### src/sv/lsps_pkg.sv
// Shared types, constants and the steering weight table of the line sensor PD steering block.
`default_nettype none
package lsps_pkg;

    localparam int LANE_MAX          = 8;
    localparam int FIELD_BITS        = 10;
    localparam int DEF_SENSOR_COUNT  = 8;
    localparam int DEF_SAMPLE_BITS   = 10;
    localparam int COUNT_BITS        = 4;
    localparam int TOP_BITS          = 3;
    localparam int ERR_BITS          = 7;
    localparam int GAIN_BITS         = 6;
    localparam int SPEED_BITS        = 10;
    localparam int CFG_INDEX_BITS    = 8;
    localparam int IN_TDATA_BITS     = 80;
    localparam int OUT_TDATA_BITS    = 40;

    localparam logic [CFG_INDEX_BITS-1:0] CFG_BASE_SPEED = 8'd0;
    localparam logic [CFG_INDEX_BITS-1:0] CFG_PROP_GAIN  = 8'd1;
    localparam logic [CFG_INDEX_BITS-1:0] CFG_DERIV_GAIN = 8'd2;
    localparam logic [CFG_INDEX_BITS-1:0] CFG_DUTY_LIMIT = 8'd3;

    localparam logic [SPEED_BITS-1:0] RST_BASE_SPEED = 10'd700;
    localparam logic [GAIN_BITS-1:0]  RST_PROP_GAIN  = 6'd12;
    localparam logic [GAIN_BITS-1:0]  RST_DERIV_GAIN = 6'd30;
    localparam logic [SPEED_BITS-1:0] RST_DUTY_LIMIT = 10'd799;

    localparam logic MODE_CALIBRATE = 1'b0;
    localparam logic MODE_RUN       = 1'b1;

    typedef struct packed {
        logic [SPEED_BITS-1:0] base_speed;
        logic [GAIN_BITS-1:0]  prop_gain;
        logic [GAIN_BITS-1:0]  deriv_gain;
        logic [SPEED_BITS-1:0] duty_limit;
    } t_cfg;

    typedef struct packed {
        logic                  mode;
        logic [LANE_MAX-1:0]   bits;
        logic [COUNT_BITS-1:0] count;
    } t_lane_sum;

    typedef struct packed {
        logic [SPEED_BITS-1:0] right_duty;
        logic                  right_reverse;
        logic [SPEED_BITS-1:0] left_duty;
        logic                  left_reverse;
        logic [LANE_MAX-1:0]   line_bits;
        logic [COUNT_BITS-1:0] black_count;
    } t_result;

    // Steering error in half units; the top channel uses the corrected weight 23.
    function automatic logic signed [ERR_BITS-1:0] weight_halves(input logic [TOP_BITS-1:0] idx);
        logic signed [ERR_BITS-1:0] w;
        unique case (idx)
            3'd0:    w = -7'sd46;
            3'd1:    w = -7'sd16;
            3'd2:    w = -7'sd6;
            3'd3:    w = -7'sd2;
            3'd4:    w = 7'sd2;
            3'd5:    w = 7'sd6;
            3'd6:    w = 7'sd16;
            3'd7:    w = 7'sd46;
            default: w = 7'sd0;
        endcase
        return w;
    endfunction

endpackage
`default_nettype wire

### src/sv/lsps_lane.sv
// One sensor lane: calibration window of a channel and its black/white decision.
`default_nettype none
module lsps_lane #(
    parameter int SAMPLE_BITS = lsps_pkg::DEF_SAMPLE_BITS
) (
    input  wire logic                   i_clk,
    input  wire logic                   i_rst_n,
    input  wire logic                   i_cal,
    input  wire logic [SAMPLE_BITS-1:0] i_sample,
    output logic                        o_black
);
    localparam int DW = SAMPLE_BITS + 3;

    logic [SAMPLE_BITS-1:0] r_min;
    logic [SAMPLE_BITS-1:0] r_max;
    logic signed [DW-1:0]   w_span;
    logic signed [DW-1:0]   w_diff2;

    always_ff @(posedge i_clk) begin
        if (!i_rst_n) begin
            r_min <= '1;
            r_max <= '0;
        end else if (i_cal) begin
            if (i_sample > r_max) begin
                r_max <= i_sample;
            end
            if (i_sample < r_min) begin
                r_min <= i_sample;
            end
        end
    end

    always_comb begin
        w_span  = $signed({3'b000, r_max}) - $signed({3'b000, r_min});
        w_diff2 = ($signed({3'b000, i_sample}) - $signed({3'b000, r_min})) <<< 1;
        o_black = (w_span > 0) && (w_diff2 < w_span);
    end

endmodule
`default_nettype wire

### src/sv/lsps_pd.sv
// Merge of the lane results: steering error, PD products, wheel drives and output register.
`default_nettype none
module lsps_pd (
    input  wire logic                i_clk,
    input  wire logic                i_rst_n,
    input  wire lsps_pkg::t_cfg      i_cfg,
    input  wire logic                i_s1_valid,
    input  wire lsps_pkg::t_lane_sum i_s1,
    output logic                     o_s1_ready,
    output logic                     o_valid,
    input  wire logic                i_ready,
    output lsps_pkg::t_result        o_result
);
    localparam int EW = lsps_pkg::ERR_BITS;
    localparam int SW = lsps_pkg::SPEED_BITS;
    localparam int DRV_BITS = 16;

    logic                              r_s2_valid;
    logic                              r_s2_mode;
    logic [lsps_pkg::LANE_MAX-1:0]     r_s2_bits;
    logic [lsps_pkg::COUNT_BITS-1:0]   r_s2_count;
    logic signed [13:0]                r_s2_prod_p;
    logic signed [14:0]                r_s2_prod_d;
    logic signed [EW-1:0]              r_prev_err;
    logic                              r_out_valid;
    lsps_pkg::t_result                 r_out;

    logic                              w_s2_ready;
    logic                              w_out_ready;
    logic [lsps_pkg::TOP_BITS-1:0]     w_top;
    logic signed [EW-1:0]              w_err;
    logic signed [EW:0]                w_derr;
    logic signed [13:0]                w_prod_p;
    logic signed [14:0]                w_prod_d;
    logic signed [DRV_BITS-1:0]        w_p;
    logic signed [DRV_BITS-1:0]        w_base;
    logic signed [DRV_BITS-1:0]        w_right;
    logic signed [DRV_BITS-1:0]        w_left;
    lsps_pkg::t_result                 w_res;

    function automatic logic [SW-1:0] sat_mag(input logic signed [DRV_BITS-1:0] drv,
                                              input logic [SW-1:0] limit);
        logic [DRV_BITS-1:0] mag;
        mag = drv[DRV_BITS-1] ? DRV_BITS'(-drv) : DRV_BITS'(drv);
        return (mag > {{(DRV_BITS-SW){1'b0}}, limit}) ? limit : mag[SW-1:0];
    endfunction

    assign w_out_ready = !r_out_valid || i_ready;
    assign w_s2_ready  = !r_s2_valid || w_out_ready;
    assign o_s1_ready  = w_s2_ready;

    // Error from the highest black lane, halved when exactly two lanes are black.
    always_comb begin
        w_top = '0;
        for (int i = 0; i < lsps_pkg::LANE_MAX; i++) begin
            if (i_s1.bits[i]) begin
                w_top = lsps_pkg::TOP_BITS'(i);
            end
        end
        w_err = (|i_s1.bits) ? lsps_pkg::weight_halves(w_top) : '0;
        if (i_s1.count == lsps_pkg::COUNT_BITS'(2)) begin
            w_err = w_err >>> 1;
        end
        w_derr   = $signed({w_err[EW-1], w_err}) - $signed({r_prev_err[EW-1], r_prev_err});
        w_prod_p = $signed({1'b0, i_cfg.prop_gain}) * w_err;
        w_prod_d = $signed({1'b0, i_cfg.deriv_gain}) * w_derr;
    end

    always_ff @(posedge i_clk) begin
        if (!i_rst_n) begin
            r_s2_valid <= 1'b0;
            r_prev_err <= '0;
        end else if (w_s2_ready) begin
            r_s2_valid <= i_s1_valid;
            if (i_s1_valid && (i_s1.mode == lsps_pkg::MODE_RUN)) begin
                r_prev_err <= w_err;
            end
        end
    end

    always_ff @(posedge i_clk) begin
        if (w_s2_ready && i_s1_valid) begin
            r_s2_mode   <= i_s1.mode;
            r_s2_bits   <= i_s1.bits;
            r_s2_count  <= i_s1.count;
            r_s2_prod_p <= w_prod_p;
            r_s2_prod_d <= w_prod_d;
        end
    end

    // Lower one wheel by the PD term; the other keeps base speed.
    always_comb begin
        w_p    = DRV_BITS'(r_s2_prod_p) + DRV_BITS'(r_s2_prod_d);
        w_base = $signed({{(DRV_BITS-SW){1'b0}}, i_cfg.base_speed});
        if (w_p >= 0) begin
            w_left  = w_base;
            w_right = w_base - w_p;
        end else begin
            w_right = w_base;
            w_left  = w_base + w_p;
        end
        if (r_s2_mode == lsps_pkg::MODE_RUN) begin
            w_res.right_duty    = sat_mag(w_right, i_cfg.duty_limit);
            w_res.right_reverse = w_right[DRV_BITS-1];
            w_res.left_duty     = sat_mag(w_left, i_cfg.duty_limit);
            w_res.left_reverse  = w_left[DRV_BITS-1];
            w_res.line_bits     = r_s2_bits;
            w_res.black_count   = r_s2_count;
        end else begin
            w_res = '0;
        end
    end

    always_ff @(posedge i_clk) begin
        if (!i_rst_n) begin
            r_out_valid <= 1'b0;
        end else if (w_out_ready) begin
            r_out_valid <= r_s2_valid;
        end
    end

    always_ff @(posedge i_clk) begin
        if (w_out_ready && r_s2_valid) begin
            r_out <= w_res;
        end
    end

    assign o_valid  = r_out_valid;
    assign o_result = r_out;

endmodule
`default_nettype wire

### src/sv/line_sensor_pd_steering.sv
// Line sensor PD steering: lane array, lane summary stage, PD merge and config registers.
//
// Input stream (s side): one request per sensor tick; tuser carries the mode (0 calibrate,
// 1 run), tdata the eight 10-bit samples, sample 0 (leftmost) in the lowest bits.
// Output stream (m side): one result per request, in order: wheel duties, reverse flags,
// line bits and black count. Calibrate requests widen each channel's min/max window and
// return an all-zero result.
// Config channel: index 0 base_speed, 1 prop_gain, 2 deriv_gain, 3 duty_limit; other
// indexes are dropped. Always ready; write only while no request is in flight.
// Path: an accepted request passes the three register stages (lane summary, PD products,
// output) before its result shows valid; the lanes classify in parallel.
// Throughput: one request per cycle while the receiver keeps tready high.
// Stall: when the receiver holds tready low the stages fill up behind the output
// register, and s_tready drops only when all three stages hold a request.
// Reset: duties flow again right away; config registers return to 700/12/30/799, channel
// windows to empty (min all ones, max zero) so channels read white until calibrated,
// and the previous steering error to zero.
`default_nettype none
module line_sensor_pd_steering #(
    parameter int SENSOR_COUNT = lsps_pkg::DEF_SENSOR_COUNT,
    parameter int SAMPLE_BITS  = lsps_pkg::DEF_SAMPLE_BITS
) (
    input  wire logic                                i_clk,
    input  wire logic                                i_rst_n,
    // tdata: sample_0 .. sample_7, 10 bits each
    input  wire logic [lsps_pkg::IN_TDATA_BITS-1:0]  i_s_tdata,
    // tuser: mode
    input  wire logic                                i_s_tuser,
    input  wire logic                                i_s_tvalid,
    output logic                                     o_s_tready,
    // tdata: right_duty[9:0], right_reverse, left_duty[9:0], left_reverse,
    //        line_bits[7:0], black_count[3:0], zero fill
    output logic [lsps_pkg::OUT_TDATA_BITS-1:0]      o_m_tdata,
    output logic                                     o_m_tvalid,
    input  wire logic                                i_m_tready,
    input  wire logic                                i_cfg_valid,
    output logic                                     o_cfg_ready,
    input  wire logic [lsps_pkg::CFG_INDEX_BITS-1:0] i_cfg_index,
    input  wire logic [lsps_pkg::SPEED_BITS-1:0]     i_cfg_data
);
    localparam int FB = lsps_pkg::FIELD_BITS;

    lsps_pkg::t_cfg                r_cfg;
    logic                          r_s1_valid;
    lsps_pkg::t_lane_sum           r_s1;
    logic [lsps_pkg::LANE_MAX-1:0] w_black;
    logic                          w_s1_ready;
    logic                          w_s2_ready;
    logic                          w_accept;
    logic                          w_cal;
    lsps_pkg::t_result             w_res;

    assign w_s1_ready = !r_s1_valid || w_s2_ready;
    assign o_s_tready = w_s1_ready;
    assign w_accept   = i_s_tvalid && w_s1_ready;
    assign w_cal      = w_accept && (i_s_tuser == lsps_pkg::MODE_CALIBRATE);

    genvar g;
    generate
        for (g = 0; g < lsps_pkg::LANE_MAX; g++) begin : g_lane
            if (g < SENSOR_COUNT) begin : g_on
                lsps_lane #(
                    .SAMPLE_BITS (SAMPLE_BITS)
                ) u_lane (
                    .i_clk    (i_clk),
                    .i_rst_n  (i_rst_n),
                    .i_cal    (w_cal),
                    .i_sample (SAMPLE_BITS'(i_s_tdata[g*FB +: FB])),
                    .o_black  (w_black[g])
                );
            end else begin : g_off
                assign w_black[g] = 1'b0;
            end
        end
    endgenerate

    always_ff @(posedge i_clk) begin
        if (!i_rst_n) begin
            r_s1_valid <= 1'b0;
        end else if (w_s1_ready) begin
            r_s1_valid <= i_s_tvalid;
        end
    end

    always_ff @(posedge i_clk) begin
        if (w_accept) begin
            r_s1.mode  <= i_s_tuser;
            r_s1.bits  <= w_black;
            r_s1.count <= lsps_pkg::COUNT_BITS'($countones(w_black));
        end
    end

    assign o_cfg_ready = 1'b1;

    always_ff @(posedge i_clk) begin
        if (!i_rst_n) begin
            r_cfg.base_speed <= lsps_pkg::RST_BASE_SPEED;
            r_cfg.prop_gain  <= lsps_pkg::RST_PROP_GAIN;
            r_cfg.deriv_gain <= lsps_pkg::RST_DERIV_GAIN;
            r_cfg.duty_limit <= lsps_pkg::RST_DUTY_LIMIT;
        end else if (i_cfg_valid) begin
            unique case (i_cfg_index)
                lsps_pkg::CFG_BASE_SPEED: r_cfg.base_speed <= i_cfg_data;
                lsps_pkg::CFG_PROP_GAIN:  r_cfg.prop_gain  <= i_cfg_data[lsps_pkg::GAIN_BITS-1:0];
                lsps_pkg::CFG_DERIV_GAIN: r_cfg.deriv_gain <= i_cfg_data[lsps_pkg::GAIN_BITS-1:0];
                lsps_pkg::CFG_DUTY_LIMIT: r_cfg.duty_limit <= i_cfg_data;
                default: ;
            endcase
        end
    end

    lsps_pd u_pd (
        .i_clk      (i_clk),
        .i_rst_n    (i_rst_n),
        .i_cfg      (r_cfg),
        .i_s1_valid (r_s1_valid),
        .i_s1       (r_s1),
        .o_s1_ready (w_s2_ready),
        .o_valid    (o_m_tvalid),
        .i_ready    (i_m_tready),
        .o_result   (w_res)
    );

    assign o_m_tdata = {6'b000000, w_res.black_count, w_res.line_bits, w_res.left_reverse,
                        w_res.left_duty, w_res.right_reverse, w_res.right_duty};

endmodule
`default_nettype wire
### config.mk
export PLATFORM = sky130hd
export DESIGN_NAME = line_sensor_pd_steering
export DESIGN_NICKNAME = d
export VERILOG_FILES = /design/src/sv/lsps_pkg.sv /design/src/sv/lsps_lane.sv /design/src/sv/lsps_pd.sv /design/src/sv/line_sensor_pd_steering.sv
export SDC_FILE = /design/constraint.sdc
export NUM_CORES = 1
export LEC_CHECK = 0
export ABC_AREA = 1
export BUFFER_PORTS_ARGS = -buffer_cell sky130_fd_sc_hd__buf_2
export CORE_ASPECT_RATIO = 1.2
export CORE_UTILIZATION = 40
export DETAILED_ROUTE_END_ITERATION = 7
export PLACE_DENSITY = 0.59
export SLEW_MARGIN = 20
export SYNTH_ARGS = -nofsm -noshare
export SYNTH_HDL_FRONTEND = slang
export SYNTH_SLANG_ARGS = --single-unit
### constraint.sdc
create_clock -name i_clk -period 12.75 [get_ports i_clk]
set_input_delay 1.275 -clock i_clk [delete_from_list [all_inputs] [get_ports i_clk]]
set_output_delay 1.275 -clock i_clk [all_outputs]
set_load 0.1 [all_outputs]
Word level (Yosys, flattened, before mapping)

Memories as Yosys holds them, arrays and structs flattened.
Cells that the tools add are included.

Register bits after elaboration: 291
Bits in latches: 0
Memory bits (writable): 0
Memory bits (read-only): 48
Output and inout bits: 43
Word-level logic and storage cells: 167
Memories kept: 1

$add $sub $neg: 29
$mul: 2
Divide/modulo/power cells: 0
Order comparisons: 35
Equality and inequality tests: 4
Shift operators: 0
Mux-type cells: 15
Bitwise operators: 1
Reductions and logical operators: 42

Memories:

| memory           | depth | width | read ports | clocked after Yosys merged registers in | wr ports | RTL line       | source |
|---|---|---|---|---|---|---|---|
| (name not given) | 8     | 6     | 1          | 0                                       | 0        | lsps_pkg.sv:56 | `unique case (idx)` |

Operator list:

| kind                | count |
|---|---|
| $sub 10x10->11      | 16 |
| $lt 12x11->1        | 8 |
| $gt 11x1->1 const B | 8 |
| $gt 10x10->1        | 8 |
| $lt 10x10->1        | 8 |
| $mux 16             | 4 |
| $reduce_and 2->1    | 21 |
| $gt 16x10->1        | 2 |
| $neg 16->16         | 2 |
| $mux 10             | 2 |
| $mux 3              | 6 |
| $add 11x16->16      | 1 |
| $add 14x15->16      | 1 |
| $eq 8x2->1 const B  | 2 |
| $ge 16x1->1 const B | 1 |
| $sub 11x16->16      | 1 |
| $mul 7x8->15        | 1 |
| $mul 7x7->14        | 1 |
| $logic_and 1x1->1   | 13 |
| $add 1x1->2         | 4 |
| $eq 8x1->1 const B  | 1 |
| $logic_not 8->1     | 1 |
| $reduce_or 8->1     | 1 |
| $sub 7x7->8         | 1 |
| 9 further kinds     | 14 |

Logic depth before layout (Yosys ltp)

Gate-level depths: netlist (run 1).
An unclocked memory read counts as a cell.

Depth in word-level cells: 12
Depth in mapped cells: 39
Depth with buffers taken out: 38

Modules after synthesis

From an unflattened synthesis (run 1), not the netlist that was laid out.

Cell total of the unflattened synthesis: 4552
Area, all modules: 31800.5 um^2

Modules (own cells, without submodules):

| module                                | times used | cells an instance | area an instance (um^2) | sequential area each (um^2) |
|---|---|---|---|---|
| lsps_lane (g_lane[0].g_on.u_lane ...) | 6          | 356               | 2346.0                  | 400.4 |
| lsps_pd                               | 1          | 1427              | 10786.6                 | 2462.4 |
| lsps_lane (g_lane[2].g_on.u_lane)     | 1          | 386               | 2456.1                  | 400.4 |
| lsps_lane (g_lane[3].g_on.u_lane)     | 1          | 375               | 2449.8                  | 400.4 |
| line_sensor_pd_steering               | 1          | 228               | 2031.9                  | 1051.0 |

Worst setup path after synthesis (run 1)

Ideal clock, no wire load.

Path kind: register to register
Start point: register r_s1[11] (netlist bit)
End point: register u_pd.r_s2_prod_d[14] (data pin)
Data arrival time: 6.277 ns
Data required time: 12.488 ns
Path slack: 6.211 ns
Cell stages (with the launch flop): 32
Period minus slack after synthesis: 6.539 ns
Cell sequence: edfxtp_1 nor2_1 nand2_1 a21oi_1 inv_1 nand3_1 nand2_1 inv_1 ha_1 a21oi_1 nand2_1 nand2_1 nand2_1 a21oi_1 xor2_1 nor2_1 fa_1 fa_1 fa_1 inv_1 fa_1 inv_1 ha_1 a21oi_1 o21ai_0 a21o_1 a21oi_1 o21ai_0 a21oi_1 o21ai_0 a21oi_1 xor2_1

Cells in the longest elaborated chain, start to end: 6
Elaborated cells between the ends (all ways): 7

Ends and longest elaborated chain:

| what                  | RTL line                      | source |
|---|---|---|
| from (decl)           | line_sensor_pd_steering.sv:45 | `lsps_pkg::t_lane_sum r_s1;` |
| $mux 3                | lsps_pd.sv:56                 | `if (i_s1.bits[i]) begin` |
| $mem_v2 8x6           | --                            |  |
| $mux 7 *              | lsps_pd.sv:60                 | `w_err = (\|i_s1.bits) ? lsps_pkg::weight_halves(w_top) : '0;` |
| net u_pd.w_err[6]     | lsps_pd.sv:31                 | `logic signed [EW-1:0] w_err;` |
| $mux 6                | lsps_pd.sv:61                 | `if (i_s1.count == lsps_pkg::COUNT_BITS'(2)) begin` |
| $sub 7x7->8 *         | lsps_pd.sv:64                 | `w_derr = $signed({w_err[EW-1], w_err}) - $signed({r_prev_err[EW-1], r_prev_err});` |
| $mul 7x8->15 *        | lsps_pd.sv:66                 | `w_prod_d = $signed({1'b0, i_cfg.deriv_gain}) * w_derr;` |
| net u_pd.w_prod_d[14] | lsps_pd.sv:34                 | `logic signed [14:0] w_prod_d;` |
| to (signal assigned)  | lsps_pd.sv:87                 | `r_s2_prod_d <= w_prod_d;` |
| to (decl)             | lsps_pd.sv:23                 | `logic signed [14:0] r_s2_prod_d;` |

The timed path passes the listed nets; every way through them passes the cells marked *.
A chain may end at the register's enable or synchronous reset.

Final worst setup path (run 1)

Start point: register r_s1[0] (netlist bit)
End point: register u_pd.r_s2_prod_d[13] (data pin)

Cells in the longest elaborated chain, start to end: 4

Ends and longest elaborated chain:

| what                  | RTL line |
|---|---|
| $eq 4x2->1            | lsps_pd.sv:61 |
| $mux 6                | lsps_pd.sv:61 |
| net u_pd.w_err[2]     | lsps_pd.sv:31 |
| $sub 7x7->8           | lsps_pd.sv:64 |
| $mul 7x8->15          | lsps_pd.sv:66 |
| net u_pd.w_prod_d[13] | lsps_pd.sv:34 |

The timed path passes the listed nets, and every way through them passes these cells.

==> results of run 1 <==
## cells in the mapped netlist, types with 12 or more instances
master    number  area [um2]
a211oi_1      18         135
a21o_1        15         113
a21oi_1      350        1750
clkbuf_1      61         229
dfxtp_1      202        4040
edfxtp_1      89        2670
fa_1          79        1580
ha_1         465        5820
inv_1        664        2490
nand2_1      609        2290
nand2_2       23         144
nand3_1      158         791
nand4_1       36         225
nor2_1       198         743
nor3_1        14        70.1
o211ai_1     103         773
o21ai_0      189         946
o21bai_1      37         278
o31ai_1       12        90.1
or2_2         14        87.6
xnor2_1       56         490
xor2_1       135        1180
## stage by stage
stage | instances | setup WS, ps
detailed placement | 4606 | 5210
global route | 4674 | 4390
CTS | 4674 | 5160
floorplan | 3629 | 6210
finish | 4675 | 5190
global placement | 4606 | 5300
## power by group through the flow
stage / sequential [mW] / clock (mW) / combinational (mW)
floorplan: 1.26 / 0 / 3.37
global placement: 1.20 / 0 / 4.17
detailed placement: 1.20 / 0 / 4.21
CTS: 1.18 / 1.28 / 4.25
global route: 1.19 / 1.32 / 4.89
finish: 1.18 / 1.25 / 4.22
## layout by cell type, fill, tap and decap left out, types with 14 or more instances in the layout
cell | synthesis | layout
o21ai_0 | 189 | 189
a21oi_1 | 350 | 349
clkbuf_16 | 0 | 39
ha_1 | 465 | 465
buf_2 | 8 | 138
nand2_2 | 23 | 23
xor2_1 | 135 | 135
nor2_1 | 198 | 196
nand4_1 | 36 | 36
a21o_1 | 15 | 15
nor3_1 | 14 | 14
nand3_1 | 158 | 158
a211oi_1 | 18 | 18
nand2_1 | 609 | 609
edfxtp_1 | 89 | 89
dfxtp_1 | 202 | 202
inv_1 | 664 | 663
o211ai_1 | 103 | 103
o21bai_1 | 37 | 37
or2_2 | 14 | 14
fa_1 | 79 | 79
xnor2_1 | 56 | 56
## state kept, by name, summed over array words and instances, names as in the netlist
register                  cells
u_pd.r_s2_valid               1
u_pd.r_prev_err               7
r_s1_valid                    1
u_pd.r_s2_prod_p             14
u_pd.o_result                34
u_pd.r_s2_count               4
u_pd.r_s2_prod_d             15
u_pd.r_s2_bits                8
g_lane.g_on.u_lane.r_min     80
r_s1                         13
r_cfg                        32
g_lane.g_on.u_lane.r_max     80
u_pd.r_s2_mode                1
u_pd.o_valid                  1
## logic make-up (layout without fill, tap and decap cells)
logic type	after synthesis	after routing	share of synthesized area, %
AOI/OAI and AO/OA	749	749	15.5
xor gates and xnor gates	191	191	6.05
adders and majority gates	544	544	26.7
buffers and inverters	757	893	10.6
DFF	291	291	24.3
other	2	8	0.0271
and+or+nand+nor	1090	1090	16.8
## critical path: cells and delay by family, from the launching register on
kind	cells	cell delay, ps
AOI/OAI and AO/OA	9	1470
xor gates and xnor gates	2	550
adders and majority gates	6	2740
buffers and inverters	6	530
DFF	1	380
and+or+nand+nor	8	1610
## worst max path at each step
stage | start | to | slack [ps] | cells after the start
after floorplan | r_s1[11] | u_pd.r_s2_prod_d[14] | 6210 | 31
after global placement | r_s1[0] | u_pd.r_s2_prod_d[13] | 5300 | 31
after detailed placement | r_s1[0] | u_pd.r_s2_prod_d[13] | 5210 | 31
after CTS | r_s1[3] | u_pd.r_s2_prod_d[13] | 5160 | 31
after global routing | r_s1[0] | u_pd.r_s2_prod_d[13] | 4390 | 31
final | r_s1[0] | u_pd.r_s2_prod_d[13] | 5190 | 31
## layout make-up
cell class | count | area [um2]
clock inverter | 25 | 415
multi-input combinational | 2581 | 18000
antenna | 1 | 2.50
fill | 6950 | 37800
inverter | 673 | 2530
tap | 909 | 1140
timing repair buffer | 152 | 800
clock buffer | 43 | 1030
sequential | 291 | 6720
## per-layer routing
metal | track usage, % | vias up | wire length [um]
li1 | - | 12200 | -
met1 | 23.3 | 10400 | 29600
met5 | 0 | - | 40
met2 | 34.6 | 314 | 32300
met3 | 2.45 | 108 | 2280
met4 | 6.34 | 8 | 2120
==> results by group, run 1 <==
Outcome
  – Status: finished, final reports clean

Clock network
  – Post-CTS sizing: 0
  – TritonCTS buffer count: 39
  – H-tree depth: 2
  – Setup repair bufs after CTS: 0
  – Hold-fix buffers, CTS: 0
  – Maximum clock insertion buffer count: 3
  – CTS Sinks: 291
  – Reg clk slew, reported paths: 60 ps
  – CTS tree: yes
  – Clock Tree Root: clkbuf_16
  – Clk_lat worst skew: 590 ps

Pwr
  – NetSw: 3.24 mW
  – Power share of the sequential group: 17.7%
  – Worst vdd ir: 0.000158 V
  – P_leak: 15.8 nW
  – Power Density: 217 nW/um2
  – Sw Ratio: 48.8%
  – Design Power: 6.65 mW
  – Comb pwr share: 63.5%
  – Clk network pwr share: 18.8%
  – Cell Int Power: 3.41 mW

Worst setup path
  – Critical Path Slowest Stage Cell: nor4_1
  – Reg2reg path depth: 31
  – Worst-path fanout max: 6
  – CP required: 13,070 ps
  – Critical path launch point type: register
  – Critical Path End Type: register
  – R2r setup slk: 5190 ps
  – CP max stage delay: 890 ps
  – RR Endpoint: u_pd.r_s2_prod_d[13]
  – R2R Path Start: r_s1[0]
  – Arrival time worst endpoint: 7880 ps
  – Crit Path Category: reg2reg

Min path
  – Hold worst-path end: u_pd.r_s2_count[1]
  – WHS Path Cells: 0
  – HP Start: r_s1[1]
  – Hold Path Class: reg2reg

Floorplanning
  – Area of the core: 68,400 um2
  – Initial core utilization: 40.4%
  – Die X: 242 um
  – IO Pins: 147
  – Num rows: 105
  – Die span in y: 290 um
  – Die ar.: 70,200 um2

Timing
  – Setup TNS Final: 0 ps
  – Fin. Hold Viols: 0
  – Minimum clock period: 7560 ps
  – Final setup viols: 0
  – Final hold slack: 448 ps
  – Setup Skew: 24.1 ps
  – Actual slew at the worst max-slew pin: 1030 ps
  – Final period util: 59.3%
  – Slew Limit Headroom: 30.7%
  – Slew Limit Fails: 0
  – Unrepaired setup endpoints after global routing: false
  – Fmax achieved: 132 MHz

Routing
  – DRT Pass-1 Iters: 5
  – Initial DRC Count: 898
  – Wire per inst: 14.2 um
  – Total Routed Length: 66,300 um
  – DRC Markers: 0
  – Routed vias: 23,000
  – Routed Antenna Nets: 0
  – Vias per inst: 4.93

Global route
  – First-pass GRT wire length: 111,000 um
  – Initial antenna violation count: 5
  – Grt total ovfl: 0
  – Total track usage: 19.2%
  – Largest net degree at the start of global routing: 79
  – Vias in the first global route: 22,500

Synthesis
  – Synth unique cells: 47
  – Synth warnings: 0
  – Ys flop type: dfxtp_1
  – Post-synth EDFFs: 89
  – Sequential-to-total area share from yosys stat: 24.3%
  – Register bit total from synthesis: 291
  – Synthesized instance count: 3,624
  – Mapped Avg Cell Area: 7.64 um2
  – Async SR Flop Fraction: 0%
  – Cell area after synthesis: 27,700 um2

Placed design
  – Post-DP HPWL: 53,400 um
  – Dpl cell area: 29,200 um2
  – GP Congestion: 0.899
  – Port Buf Inserts: 139

Layout
  – Layout Area Growth over Synthesis: 10.9%
  – Layout Nets: 4,386
  – Final Core Density: 44.8%
  – Final instance area: 30,700 um2
  – Layout cell share with drive strength beyond 1: 7.78%

Job
  – Max cap viols: 0
(Power assumes the default switching activity.)
==> inputs of run 2 (changes only) <==
PLACE_DENSITY = 0.61   (was 0.59)
clock period = 6.25 ns   (was 12.75 ns; I/O delays follow)
==> results by group, run 2 (synthesized netlist as in run 1, its figures left out) <==
Global route
  – Grt met2 use: 34.6% (-0.049 points)
  – Initial antenna violation count: 6 (+1)
  – M1 GR Usage: 22.6% (-0.69 points)
  – GRT Max-Usage Layer: met2
  – Largest net degree at the start of global routing: 90 (+14%)
  – First-pass GRT wire length: 111,000 um (-0.32%)
  – Met3 GRT Util: 2.46% (+0.0092 points)
  – Grt total ovfl: 0 (unchanged)
  – Total track usage: 19.0% (-0.15 points)
  – Vias in the first global route: 23,000 (+1.8%)

Min path
  – HP Start: i_s_tuser
  – Hold Path Class: in2reg

Timing
  – Actual slew at the worst max-slew pin: 941 ps (-89.3 ps)
  – Setup Skew: 26.5 ps (+2.37 ps)
  – Minimum clock period: 6260 ps (-1310 ps)
  – Slew Limit Fails: 0 (unchanged)
  – Final Worst Setup Slack: -8.23 ps (-5190 ps)
  – Unrepaired setup endpoints after global routing: true
  – Fmax achieved: 160 MHz (+21%)
  – Final setup viols: 1 (+1)
  – Final period util: 100% (+41 points)
  – Fin. Hold Viols: 0 (unchanged)
  – Slew Limit Headroom: 37.3% (+6.6 points)

Routing
  – DRC Markers: 0 (unchanged)
  – Total Routed Length: 66,400 um (+0.12%)
  – DRT Pass-1 Iters: 7 (+2)
  – Routed Antenna Nets: 0 (unchanged)
  – Wire per inst: 14.0 um (-1.2%)
  – Initial DRC Count: 936 (+4.2%)
  – Routed vias: 23,300 (+1.3%)
  – Vias per inst: 4.93 (about the same)

Floorplanning
  – IO Pins: 147 (unchanged)
  – Die X: 242 um (unchanged)
  – Die ar.: 70,200 um2 (unchanged)
  – Num rows: 105 (unchanged)
  – Initial core utilization: 40.4% (unchanged)
  – Area of the core: 68,400 um2 (unchanged)
  – Die span in y: 290 um (unchanged)

Layout
  – Layout Area Growth over Synthesis: 12.8%
  – Final Non-Filler Cells: 4,739 (+1.4%)
  – Most common cell after layout, fill and taps aside: inv_1
  – Final instance area: 31,200 um2 (+1.8%)
  – Filler Cell Count: 6,941 (-0.13%)
  – Layout Nets: 4,448 (+1.4%)
  – Most frequent cells in the layout: 655 x inv_1, 603 x nand2_1, 456 x ha_1
  – Layout cell share with drive strength beyond 1: 10.4% (+2.7 points)

Pwr
  – Cell Int Power: 7.57 mW (+120%)
  – Comb pwr share: 67.8% (+4.3 points)
  – Power Density: 464 nW/um2 (+110%)
  – NetSw: 6.90 mW (+110%)
  – Power share of the sequential group: 16.7% (-1.0 points)
  – Worst vdd ir: 0.000470 V (+200%)
  – P_leak: 16.0 nW (+1.5%)
  – Clk network pwr share: 15.5% (-3.3 points)
  – Sw Ratio: 47.7% (-1.1 points)

Outcome
  – Violated checks: negative setup slack
  – Status: finished with violations

Worst setup path
  – Worst-path fanout max: 4 (-2)
  – Critical path launch point type: register
  – R2R Path Start: r_s1[5]
  – Crit. Startpoint: r_s1[5]
  – Cell family with most CP delay: adder cells
  – CP bufs+invs: 8 (+2)
  – Crit Path Category: reg2reg
  – Arrival time worst endpoint: 6550 ps (-1330 ps)
  – Critical Path End Type: register
  – Critical Path Slowest Stage Cell: fa_1
  – CP max stage delay: 500 ps (-390 ps)
  – CP required: 6540 ps (-6530 ps)

Clock network
  – Maximum clock insertion buffer count: 3 (unchanged)
  – Hold-fix buffers, CTS: 0 (unchanged)
  – Clk_lat worst skew: 560 ps (-30 ps)
  – TritonCTS buffer count: 38 (-2.6%)
  – Reg clk slew, reported paths: 60 ps (about the same)
  – H-tree depth: 2 (unchanged)
  – CTS Sinks: 291 (unchanged)
  – Clock Tree Root: clkbuf_16
  – CTS tree: yes

Placed design
  – Dpl cell area: 29,700 um2 (+1.6%)
  – Port Buf Inserts: 139 (unchanged)
  – DP Worst Slack: -112 ps (-5320 ps)
  – Placed insts: 4,662 (+1.2%)
  – Post-DP HPWL: 53,400 um (about the same)
  – GP Congestion: 0.908 (+0.95%)

Job
  – Max cap viols: 0 (unchanged)
[run 2: per-layer routing]
layer	vias to the layer above	wire length [um]
met4	6	2480
met1	10500	29000
met2	355	32400
met5	-	24
li1	12300	-
met3	121	2480
[run 2: power by group through the flow]
stage	sequential (mW)	clock (mW)	combinational (mW)
after floorplan	2.57	0	6.95
after global placement	2.47	0	9.19
after detailed placement	2.47	0	9.33
after CTS	2.43	2.32	9.44
after global routing	2.44	2.39	11.2
final	2.42	2.24	9.81
[run 2: final timing paths]
kind | endpoint | slack (ps) | cells past startpoint
max | u_pd.r_s2_prod_d[13] | -8 | 37
min | r_s1[12] | 270 | 1
max reg2reg | u_pd.r_s2_prod_d[13] | -8 | 37
min reg2reg | u_pd.r_s2_count[1] | 460 | 0
[run 2: what timing repair did]
| action | CTS | global route |
|---|---|---|
| pin swaps | 10 | 48 |
| resized for setup | 10 | 48 |
| buffers inserted | 2 | 6 |
| endpoints found under the setup margin | 4 | 26 |
[run 2: final cells by class]
type	count	area (um2)	area share, %
inverter	673	2530	8.09
multi-input combinational	2581	18300	58.6
antenna	1	2.50	0.00801
tap	909	1140	3.64
clock inverter	22	229	0.733
sequential	291	6720	21.5
clock buffer	47	1020	3.25
timing repair buffer	215	1300	4.17
[run 2: metrics by stage]
| step | utilization [%] | power, mW | hold WS (ps) | setup TNS, ps |
|---|---|---|---|---|
| 2_1_floorplan | - | 9.52 | 426 | 0 |
| 3_3_place_gp | 43.4 | 11.7 | 432 | -99.6 |
| 3_5_place_dp | 43.4 | 11.8 | 447 | -212 |
| 4_1_cts | 45.3 | 14.2 | 220 | -16.3 |
| 5_1_grt | 45.6 | 16.0 | 230 | -1170 |
| 6_report | 45.6 | 14.5 | 266 | -8.23 |
